## src/rtl/mch_pkg.sv

```systemverilog
// ----------------------------------------------------------------------------
// mch_pkg
// Shared types and constants of the masked chroma histogram.
// ----------------------------------------------------------------------------
package mch_pkg;

	localparam int CHROMA_W   = 8;
	localparam int BIN_ADDR_W = 2 * CHROMA_W;
	localparam int OUT_W      = 32;
	localparam int PROD_W     = 24;
	localparam int SUM_W      = 26;

	// Fixed-point coefficients, Q16
	localparam logic [15:0] CB_R_K = 16'd11058;
	localparam logic [15:0] CB_G_K = 16'd21709;
	localparam logic [15:0] CR_G_K = 16'd27439;
	localparam logic [15:0] CR_B_K = 16'd5328;
	localparam logic [SUM_W-1:0] CHROMA_OFS = SUM_W'(8421376);

	typedef enum logic [1:0] {
		CMD_CLEAR = 2'd0,
		CMD_ADD   = 2'd1,
		CMD_READ  = 2'd2
	} cmd_t;

endpackage

```

## src/rtl/mch_cvt.sv

```systemverilog
// ----------------------------------------------------------------------------
// mch_cvt
// RGB to Cb/Cr conversion. Products registered, sum/shift/clamp after.
// ----------------------------------------------------------------------------
module mch_cvt import mch_pkg::*; (
	input  logic                clk,
	input  logic                load,
	input  logic [CHROMA_W-1:0] red,
	input  logic [CHROMA_W-1:0] green,
	input  logic [CHROMA_W-1:0] blue,
	output logic [CHROMA_W-1:0] cr,
	output logic [CHROMA_W-1:0] cb
);

	logic [PROD_W-1:0]   cb_r_s1, cb_g_s1, cr_g_s1, cr_b_s1;
	logic [CHROMA_W-1:0] red_s1, blue_s1;
	logic [SUM_W-1:0]    cb_sum, cr_sum;

	always_ff @(posedge clk) begin
		if (load) begin
			cb_r_s1 <= PROD_W'(PROD_W'(red) * PROD_W'(CB_R_K));
			cb_g_s1 <= PROD_W'(PROD_W'(green) * PROD_W'(CB_G_K));
			cr_g_s1 <= PROD_W'(PROD_W'(green) * PROD_W'(CR_G_K));
			cr_b_s1 <= PROD_W'(PROD_W'(blue) * PROD_W'(CR_B_K));
			red_s1  <= red;
			blue_s1 <= blue;
		end
	end

	assign cb_sum = CHROMA_OFS + SUM_W'({blue_s1, 15'd0})
		- SUM_W'(cb_r_s1) - SUM_W'(cb_g_s1);
	assign cr_sum = CHROMA_OFS + SUM_W'({red_s1, 15'd0})
		- SUM_W'(cr_g_s1) - SUM_W'(cr_b_s1);

	function automatic logic [CHROMA_W-1:0] clamp_chroma(input logic [SUM_W-1:0] s);
		logic [CHROMA_W:0] v;
		v = s[16 +: CHROMA_W + 1];
		if (s[SUM_W-1])
			return '0;
		else if (v[CHROMA_W])
			return '1;
		else
			return v[CHROMA_W-1:0];
	endfunction

	assign cb = clamp_chroma(cb_sum);
	assign cr = clamp_chroma(cr_sum);

endmodule

```

## config.mk

```make
export PLATFORM = sky130hd
export DESIGN_NAME = mch_cvt
export DESIGN_NICKNAME = d
export VERILOG_FILES = /design/src/rtl/mch_pkg.sv /design/src/rtl/mch_cvt.sv
export SDC_FILE = /design/constraint.sdc
export NUM_CORES = 1
export LEC_CHECK = 0
export BUFFER_PORTS_ARGS = -buffer_cell sky130_fd_sc_hd__buf_2
export CAP_MARGIN = 15
export CORE_ASPECT_RATIO = 0.75
export CORE_MARGIN = 8
export CORE_UTILIZATION = 50
export DETAILED_ROUTE_END_ITERATION = 8
export GPL_TIMING_DRIVEN = 0
export HOLD_SLACK_MARGIN = 0.15
export PLACE_DENSITY = 0.66
export SYNTH_ARGS = -nofsm -noshare
export SYNTH_HDL_FRONTEND = slang
export SYNTH_SLANG_ARGS = --single-unit
```

## constraint.sdc

```tcl
create_clock -name clk -period 9.4 [get_ports clk]
set_input_delay 0.94 -clock clk [delete_from_list [all_inputs] [get_ports clk]]
set_output_delay 0.94 -clock clk [all_outputs]
set_load 0.01 [all_outputs]
```

==> results of run 1 <==
## cell usage after synthesis, types with 2 or more instances
cell type  instances  area (sq um)
a211oi_1           8          60.1
or3_1              3          18.8
xor2_1            16           140
a311oi_1           2          17.5
a21boi_0           5          37.5
o21ai_0           24           120
nand2b_1           6          37.5
o31ai_1            6          45.0
nor3_1            14          70.1
a21oi_1           61           305
xnor2_1           54           473
or2_2              5          31.3
o21bai_1           8          60.1
and2_1             3          18.8
a41oi_1            2          17.5
a221oi_1           2          17.5
a211o_1            3          26.3
and3_1             3          18.8
o21a_1            17           128
o21ai_1           10          50.1
nand2_1           30           113
a31oi_1            4          25.0
nor2b_1           17           106
ha_1             326          4080
nand3_1           15          75.1
and4_1             3          26.3
nor2_1            48           180
o2111ai_1          6          52.6
nand4_1            2          12.5
a21o_1            20           150
o311a_1            2          20.0
fa_1             100          2000
inv_1            293          1100
edfxtp_1          94          2820
## path summary, 6_finish.rpt
| kind | from | endpoint | slack (ns) | depth (start not counted) |
|---|---|---|---|---|
| worst min-delay path | blue[7] | blue_s1[7] | 0.83 | 1 |
| worst max-delay path | green[5] | cr_g_s1[21] | 4.05 | 17 |
## through the flow
step / cell area, sq um / hold slack (ns) / power [mW] / std cells
after floorplan: 12700 / 1.04 / 3.24 / 1238
after detailed placement: 13400 / 1.20 / 4.08 / 1618
after CTS: 13700 / 0.820 / 4.49 / 1634
after global placement: 13400 / 1.20 / 4.01 / 1617
after global routing: 13700 / 0.837 / 4.97 / 1634
final: 13700 / 0.832 / 4.46 / 1634
## layout make-up
type	instances	area share, %
flip-flops and latches	94	20.6
plain buffers	1	0.0274
clock inverters	7	0.493
multi-input cells	850	64.4
clock buffers	9	1.64
repair buffers	42	1.72
inverters	293	8.03
well taps	338	3.09
## state kept, by name, indices dropped and copies added, names as in the netlist
name and cells:
blue_s1 8, cb_g_s1 22, cb_r_s1 18, cr_b_s1 15, cr_g_s1 23, red_s1 8
## logic make-up after synthesis
kind of cell / Yosys count
adders and majority gates: 426
buffers and inverters: 294
AOI/OAI and AO/OA: 198
and+or+nand+nor: 155
DFF: 94
xor gates and xnor gates: 71
## layer usage
layer	wire, um	GRT usage (%)	vias up	part of all wire (%)
li1	-	-	4309	-
met1	13800	25.9	4046	55
met2	9940	24.1	150	39
met3	1130	2.86	20	4.5
met4	281	3.04	0	1.1
met5	0	0	-	0
## power by group through the flow
stage	Clock, mW	Combinational, mW	Sequential [mW]
6_report	0.371	3.34	0.746
3_5_place_dp	0	3.32	0.756
5_1_grt	0.393	3.81	0.762
4_1_cts	0.378	3.37	0.748
3_3_place_gp	0	3.25	0.751
2_1_floorplan	0	2.51	0.733
==> flow_metrics.tcl, run 1 <==
set metrics [dict create \
    status "complete, no violations" \
    die-area_sq_um 30900 \
    crit_type "input port to register" \
    drive_above_1_share_pct 5.79 \
    place_congestion 0.879 \
    p_sw_mw 2.10 \
    crit_chain "buf_2, fa_1, inv_1, fa_1, inv_1, fa_1, inv_1, fa_1, inv_1, ha_1, a21boi_1, o21ai_1, a21oi_1, a211o_1, a41o_1, a221oi_1, xnor2_1" \
    start_util_pct 50.9 \
    rsz0062_at_grt "false" \
    fillCellCount 2266 \
    synthAdderAreaFrac_pct 47.7 \
    syn-num-nets 1690 \
    syn-cell-area_sq_um 12700 \
    setup_viol 0 \
    area.sequential_sq_um 2820 \
    synth_xor_area_share_pct 5.03 \
    path_max_fanout 9 \
    via_per_inst 5.22 \
    io_buffers 41 \
    die_y_um 154 \
    grt_antenna_before_repair 0 \
    htree_levels 3 \
    share_clk_of_total_power_pct 8.3 \
    rows 50 \
    grt_pass1_wl_mm 42.3 \
    hold_class "input port to register" \
    synthSimpleGateAreaFrac_pct 5.96 \
    cts-root-buf "clkbuf_16" \
    synth.avg_cell_area_sq_um 10.3 \
    clockBufferDepth 2 \
    finalHoldViolCount 0 \
    ant_nets 0 \
    finalNetCount 1743 \
    io_pins 42 \
    post_cts_buffers 0 \
    leakagePower_nw 7.16 \
    crit_arrival_ns 5.45 \
    pre_cts_ws_ns 3.72 \
    layout_common_cells "ha_1, inv_1, fa_1, edfxtp_1, a21oi_1" \
    clk_pin_slew_ns 0.08 \
    period_share_pct 56.9 \
    die_w_um 200 \
    critPathMaxStageDelay_ns 0.62 \
    grt_use_total_pct 16.7 \
    cts_sinks 94 \
    endpoint_kind "register" \
    grt-ovfl-total 0 \
    fin_ws_ns 4.05 \
    vdd_drop_max_v 0.000383 \
    pwr-share-seq_pct 16.7 \
    synth_cell_types 60 \
    cts_buffers 9 \
    slew_violations 0 \
    drt_wl_total_mm 25.2 \
    vias 8525 \
    cap_violations 0 \
    hold_buffers 0 \
    grt_pass1_vias 8426 \
    route.detailed.drc 0 \
    ys_seq_area_share_pct 22.2 \
    yosysWarningCount 0 \
    ys.flop_type "edfxtp_1" \
    cellPowerDensity_nw_per_um2 326 \
    path_buf_inv 5 \
    final_common_cell "ha_1" \
    fin_setup_tns_ns 0 \
    crit_family "adder cells" \
    swShare_pct 47.1 \
    comb_power_share_pct 75.0 \
    cp-start-kind "input port" \
    synth-seq-cells 94 \
    synth.area.mux_share_pct 0 \
    synthCells 1238 \
    fin_crit_ns 5.35 \
    async_flop_share_pct 0 \
    slowest_stage "fa_1" \
    relSlewSlack_pct 62.6 \
    synth_top_family_by_area "adder cells" \
    crit_required_ns 9.49 \
    first_pass_iters 5 \
    cts_resized 0 \
    cts_tree "done" \
    drt_iter0_markers 435 \
    synth_edf_count 94 \
    hpwlAfterDp_mm 21.2 \
    antenna_cells 0 \
    grt_start_max_net_pins 70 \
    max_freq_ghz 0.187 \
    area_delta_synth_final_pct 7.46 \
    fin_util_pct 54.7 \
    synth_compound_area_share_pct 10.5 \
    tightest_slew_ns 0.547 \
    multiInputGateArea_sq_um 8820 \
    core_region_area_sq_um 25000 \
    routedWlPerCell_um 15.4 \
    internal-power_mw 2.36 \
]
(Power assumes the default switching activity.)
==> run 2: changes to the inputs <==
clock period = 5.2 ns   (was 9.4 ns; I/O delays follow)
==> run 2 against run 1 <==
  * Setup slack worse by 3.8 ns
  * First-iteration DRC count unchanged
  * Sequential share of layout area about the same
  * Largest cell class unchanged
  * Global-route usage unchanged
  * Count of clock-buffer cells in the layout unchanged
  * Total power up 81%
  * Core utilization about the same
  * Combinational power up 81%
==> flow_metrics.tcl, run 2 (synthesized netlist as in run 1, its figures left out) <==
set metrics [dict create \
    period_share_pct 94.9 \
    grt_start_max_net_pins 70 \
    slew_violations 0 \
    clk_pin_slew_ns 0.08 \
    worstHoldPathCells 1 \
    ant_nets 0 \
    min_to "blue_s1[7]" \
    max_freq_ghz 0.203 \
    htree_levels 3 \
    crit_required_ns 5.29 \
    rows 50 \
    fillCellCount 2266 \
    finalNetCount 1743 \
    vias 8525 \
    start_util_pct 50.9 \
    io_buffers 41 \
    grt-ovfl-total 0 \
    cp-start-kind "input port" \
    tightest_slew_ns 0.547 \
    cts_buffers 9 \
    first_pass_iters 5 \
    path_max_fanout 9 \
    p_sw_mw 3.80 \
    grt_use_total_pct 16.7 \
    place_area_sq_um 13400 \
    clockBufferDepth 2 \
    fin_crit_ns 4.93 \
    slowest_stage "fa_1" \
    setup_viol 0 \
    status "complete, no violations" \
    crit_arrival_ns 5.03 \
    die-area_sq_um 30900 \
    grt_antenna_before_repair 0 \
    crit_chain "buf_2, fa_1, inv_1, fa_1, inv_1, fa_1, inv_1, fa_1, inv_1, ha_1, a21boi_1, o21ai_1, a21oi_1, a211o_1, a41o_1, a221oi_1, xnor2_1" \
    cellPowerDensity_nw_per_um2 589 \
    pwr-share-seq_pct 16.7 \
    post_cts_buffers 0 \
    cts_tree "done" \
    vdd_drop_max_v 0.000692 \
    leakagePower_nw 7.16 \
    grt_pass1_vias 8426 \
    area_delta_synth_final_pct 7.48 \
    crit_type "input port to register" \
    finalHoldViolCount 0 \
    critPathMaxStageDelay_ns 0.62 \
    reg_top3 "cr_g_s1 (23), cb_g_s1 (22), cb_r_s1 (18)" \
    route.detailed.drc 0 \
    hpwlAfterDp_mm 21.2 \
    drt_iter0_markers 435 \
    core_region_area_sq_um 25000 \
    critPathLaunch "green[5]" \
    cts_sinks 94 \
    comb_power_share_pct 75.0 \
    top_register "cr_g_s1" \
    relSlewSlack_pct 62.6 \
    internal-power_mw 4.26 \
    endpoint_kind "register" \
    drive_above_1_share_pct 5.79 \
    routedWlPerCell_um 15.4 \
    largest_reg_flops 23 \
    share_clk_of_total_power_pct 8.3 \
    antenna_cells 0 \
    rsz0062_at_grt "false" \
    die_w_um 200 \
    cap_violations 0 \
    io_pins 42 \
    hp-start "blue[7]" \
    place_congestion 0.879 \
    grt_pass1_wl_mm 42.3 \
    swShare_pct 47.1 \
    drt_wl_total_mm 25.2 \
    cts-root-buf "clkbuf_16" \
    stdcell_area_sq_um 13700 \
    power_mw 8.06 \
    layout_common_cells "ha_1, inv_1, fa_1, edfxtp_1, a21oi_1" \
    hold_class "input port to register" \
    via_per_inst 5.22 \
    final_common_cell "ha_1" \
    die_y_um 154 \
]
==> run 2: cell types whose count changed in the layout (fill, tap and decap cells not counted) <==
cell      previous run  this run
buf_2               40        39
clkbuf_4             0         1
==> run 2: worst max-delay path: cells and delay by family <==
| kind | cells | cell delay (ns) |
|---|---|---|
| AOI/OAI and AO/OA | 6 | 1.48 |
| adders and majority gates | 5 | 2.45 |
| xor gates and xnor gates | 1 | 0.13 |
| buffers and inverters | 5 | 0.41 |
==> run 2: final cells by class <==
type,count,area [sq um],area share (%)
plain buffers,1,3.75,0.0274
clock buffers,9,225,1.64
inverters,293,1100,8.03
flip-flops and latches,94,2820,20.6
well taps,338,423,3.09
multi-input cells,850,8820,64.4
clock inverters,7,67.6,0.493
repair buffers,42,238,1.74
==> run 2: power groups by stage <==
| stage | Clock (mW) | Sequential [mW] | Combinational [mW] |
|---|---|---|---|
| 3_5_place_dp | 0 | 1.37 | 6.00 |
| 5_1_grt | 0.711 | 1.38 | 6.89 |
| 3_3_place_gp | 0 | 1.36 | 5.88 |
| 6_report | 0.670 | 1.35 | 6.04 |
| 2_1_floorplan | 0 | 1.33 | 4.54 |
| 4_1_cts | 0.683 | 1.35 | 6.08 |
==> run 2: repair_timing <==
| action | in CTS | in global routing |
|---|---|---|
| endpoints found under the setup margin | 0 | 1 |
| hold buffers | 0 | 0 |
| gates resized for setup | 0 | 1 |
==> run 2: worst max-delay path by stage <==
stage                  end
6_report       cr_g_s1[21]
5_1_grt        cr_g_s1[22]
4_1_cts        cr_g_s1[21]
3_5_place_dp   cr_g_s1[21]
3_3_place_gp   cr_g_s1[22]
2_1_floorplan  cr_g_s1[22]
==> run 2: through the flow <==
step | hold slack (ns) | setup slack (ns) | setup TNS, ns | utilization [%] | std cells
after floorplan | 0.619 | 0.542 | 0 | - | 1238
after global placement | 0.780 | -0.0336 | -0.0659 | 53.4 | 1617
after detailed placement | 0.782 | -0.0627 | -0.113 | 53.6 | 1618
after CTS | 0.400 | 0.306 | 0 | 54.7 | 1634
after global routing | 0.417 | 0.0743 | 0 | 54.7 | 1634
final | 0.412 | 0.268 | 0 | 54.7 | 1634
==> run 2: layer usage <==
layer	share of wire, %	vias to the layer above	global-route usage, %
li1	-	4309	-
met1	55	4046	25.9
met2	39	150	24.1
met3	4.5	20	2.86
met4	1.1	0	3.04
met5	0	-	0
==> run 3: changes to the inputs <==
PLACE_DENSITY = 0.7   (was 0.66)
==> run 3 against run 2 <==
  * Sequential power about the same
  * Critical path type unchanged
  * Critical endpoint is now cr_g_s1[19]
  * Largest cell class unchanged
  * Fmax decreased by 0.57%
  * Via count increased by 0.61%
  * Clock power increased by 12%
  * Critical path depth unchanged
==> flow_metrics.tcl, run 3 (synthesized netlist as in run 1, its figures left out) <==
set metrics [dict create \
    largest_reg_flops 23 \
    first_pass_iters 5 \
    top_layer_used "met4" \
    hold_buffers 0 \
    slew_violations 0 \
    p_sw_mw 3.78 \
    met2_wirelength_mm 10.3 \
    route.detailed.drc 0 \
    place_congestion 0.882 \
    io_buffers 41 \
    die-area_sq_um 30900 \
    crit_required_ns 5.30 \
    rsz0062_at_grt "false" \
    cts_buffers 9 \
    cts-root-buf "clkbuf_16" \
    internal-power_mw 4.36 \
    drt_wl_total_mm 25.3 \
    final_common_cell "ha_1" \
    finalHoldViolCount 0 \
    pwr-share-seq_pct 16.5 \
    grt_pass1_wl_mm 42.4 \
    crit_type "input port to register" \
    fin_crit_ns 4.96 \
    route.met3.wl_mm 1.37 \
    leakagePower_nw 7.18 \
    hold_class "input port to register" \
    drt_iter0_markers 495 \
    place_area_sq_um 13400 \
    rows 50 \
    via_per_inst 5.25 \
    cts_sinks 94 \
    grt_start_max_net_pins 75 \
    cts_resized 0 \
    grt_use_total_pct 16.8 \
    grt_antenna_before_repair 0 \
    cap_violations 0 \
    crit_arrival_ns 5.06 \
    cp-start-kind "input port" \
    grt_pass1_vias 8525 \
    grt-ovfl-total 0 \
    period_share_pct 95.4 \
    stdcell_area_sq_um 13700 \
    status "complete, no violations" \
    clk_pin_slew_ns 0.07 \
    cts_tree "done" \
    wl_met1_mm 13.3 \
    htree_levels 3 \
    drive_above_1_share_pct 5.71 \
    finalNetCount 1743 \
    share_clk_of_total_power_pct 9.2 \
    tightest_slew_ns 0.555 \
    vdd_drop_max_v 0.000741 \
    io_pins 42 \
    comb_power_share_pct 74.3 \
    top_register "cr_g_s1" \
    routedWlPerCell_um 15.5 \
    cellPowerDensity_nw_per_um2 593 \
    setup_viol 0 \
    swShare_pct 46.4 \
    die_y_um 154 \
    area_delta_synth_final_pct 7.73 \
    core_region_area_sq_um 25000 \
    ant_nets 0 \
    clockBufferDepth 2 \
    reg_top3 "cr_g_s1 (23), cb_g_s1 (22), cb_r_s1 (18)" \
    post_cts_buffers 0 \
    layout_common_cells "ha_1, inv_1, fa_1, edfxtp_1, a21oi_1" \
    vias 8577 \
    hpwlAfterDp_mm 21.3 \
    antenna_cells 0 \
    path_max_fanout 10 \
    endpoint_kind "register" \
    max_freq_ghz 0.202 \
    relSlewSlack_pct 62.1 \
    start_util_pct 50.9 \
    die_w_um 200 \
    power_mw 8.14 \
]
[run 3: cell count changes in the layout (fill, tap and decap cells not counted), sizes merged]
| cell | before | now |
|---|---|---|
| buf | 41 | 42 |
| bufinv | 0 | 2 |
| clkinv | 2 | 0 |
| clkinvlp | 2 | 0 |
| inv | 296 | 297 |
[run 3: power by group through the flow]
stage	Sequential [mW]	Clock [mW]	Combinational [mW]
global placement	1.35	0	5.84
detailed placement	1.36	0	5.99
floorplan	1.33	0	4.54
global route	1.37	0.792	6.86
CTS	1.35	0.765	6.06
finish	1.35	0.748	6.04
[run 3: stage by stage]
step | setup WS [ns] | hold WS, ns | TNS (ns) | util [%] | instances
after floorplan | 0.542 | 0.619 | 0 | - | 1238
after global placement | -0.0162 | 0.777 | -0.0231 | 53.4 | 1617
after detailed placement | -0.103 | 0.778 | -0.182 | 53.6 | 1618
after CTS | 0.286 | 0.397 | 0 | 54.9 | 1634
after global routing | 0.0729 | 0.411 | 0 | 54.9 | 1634
final | 0.240 | 0.410 | 0 | 54.9 | 1634
[run 3: cell type report]
type | instances | area (sq um)
Timing Repair Buffer | 42 | 235
Fill cell | 2249 | 11300
Sequential cell | 94 | 2820
Clock inverter | 6 | 97.6
Tap cell | 338 | 423
Clock buffer | 10 | 229
Multi-Input combinational cell | 850 | 8820
Buffer | 1 | 3.75
Inverter | 293 | 1100
[run 3: path summary, 6_finish.rpt]
kind / startpoint / endpoint / slack, ns / cells past startpoint
hold / removal: blue[7] / blue_s1[7] / 0.41 / 1
setup / recovery: green[6] / cr_g_s1[19] / 0.24 / 17
[run 3: per-layer routing]
layer	vias to the layer above	global-route usage, %
met4	0	3.50
met5	-	0
met1	4075	25.0
li1	4305	-
met2	176	24.5
met3	21	3.61
[run 3: worst max-delay path, cell delays in order]
cell and delay [ns]:
buf_2 0.29, inv_1 0.18, ha_1 0.36, inv_1 0.14, fa_1 0.54, inv_1 0.05, fa_1 0.50, inv_1 0.06
fa_1 0.47, ha_1 0.38, a21o_1 0.20, a21oi_1 0.25, inv_1 0.12, a2111oi_0 0.52, o21bai_1 0.15, a21oi_1 0.23
xnor2_1 0.10
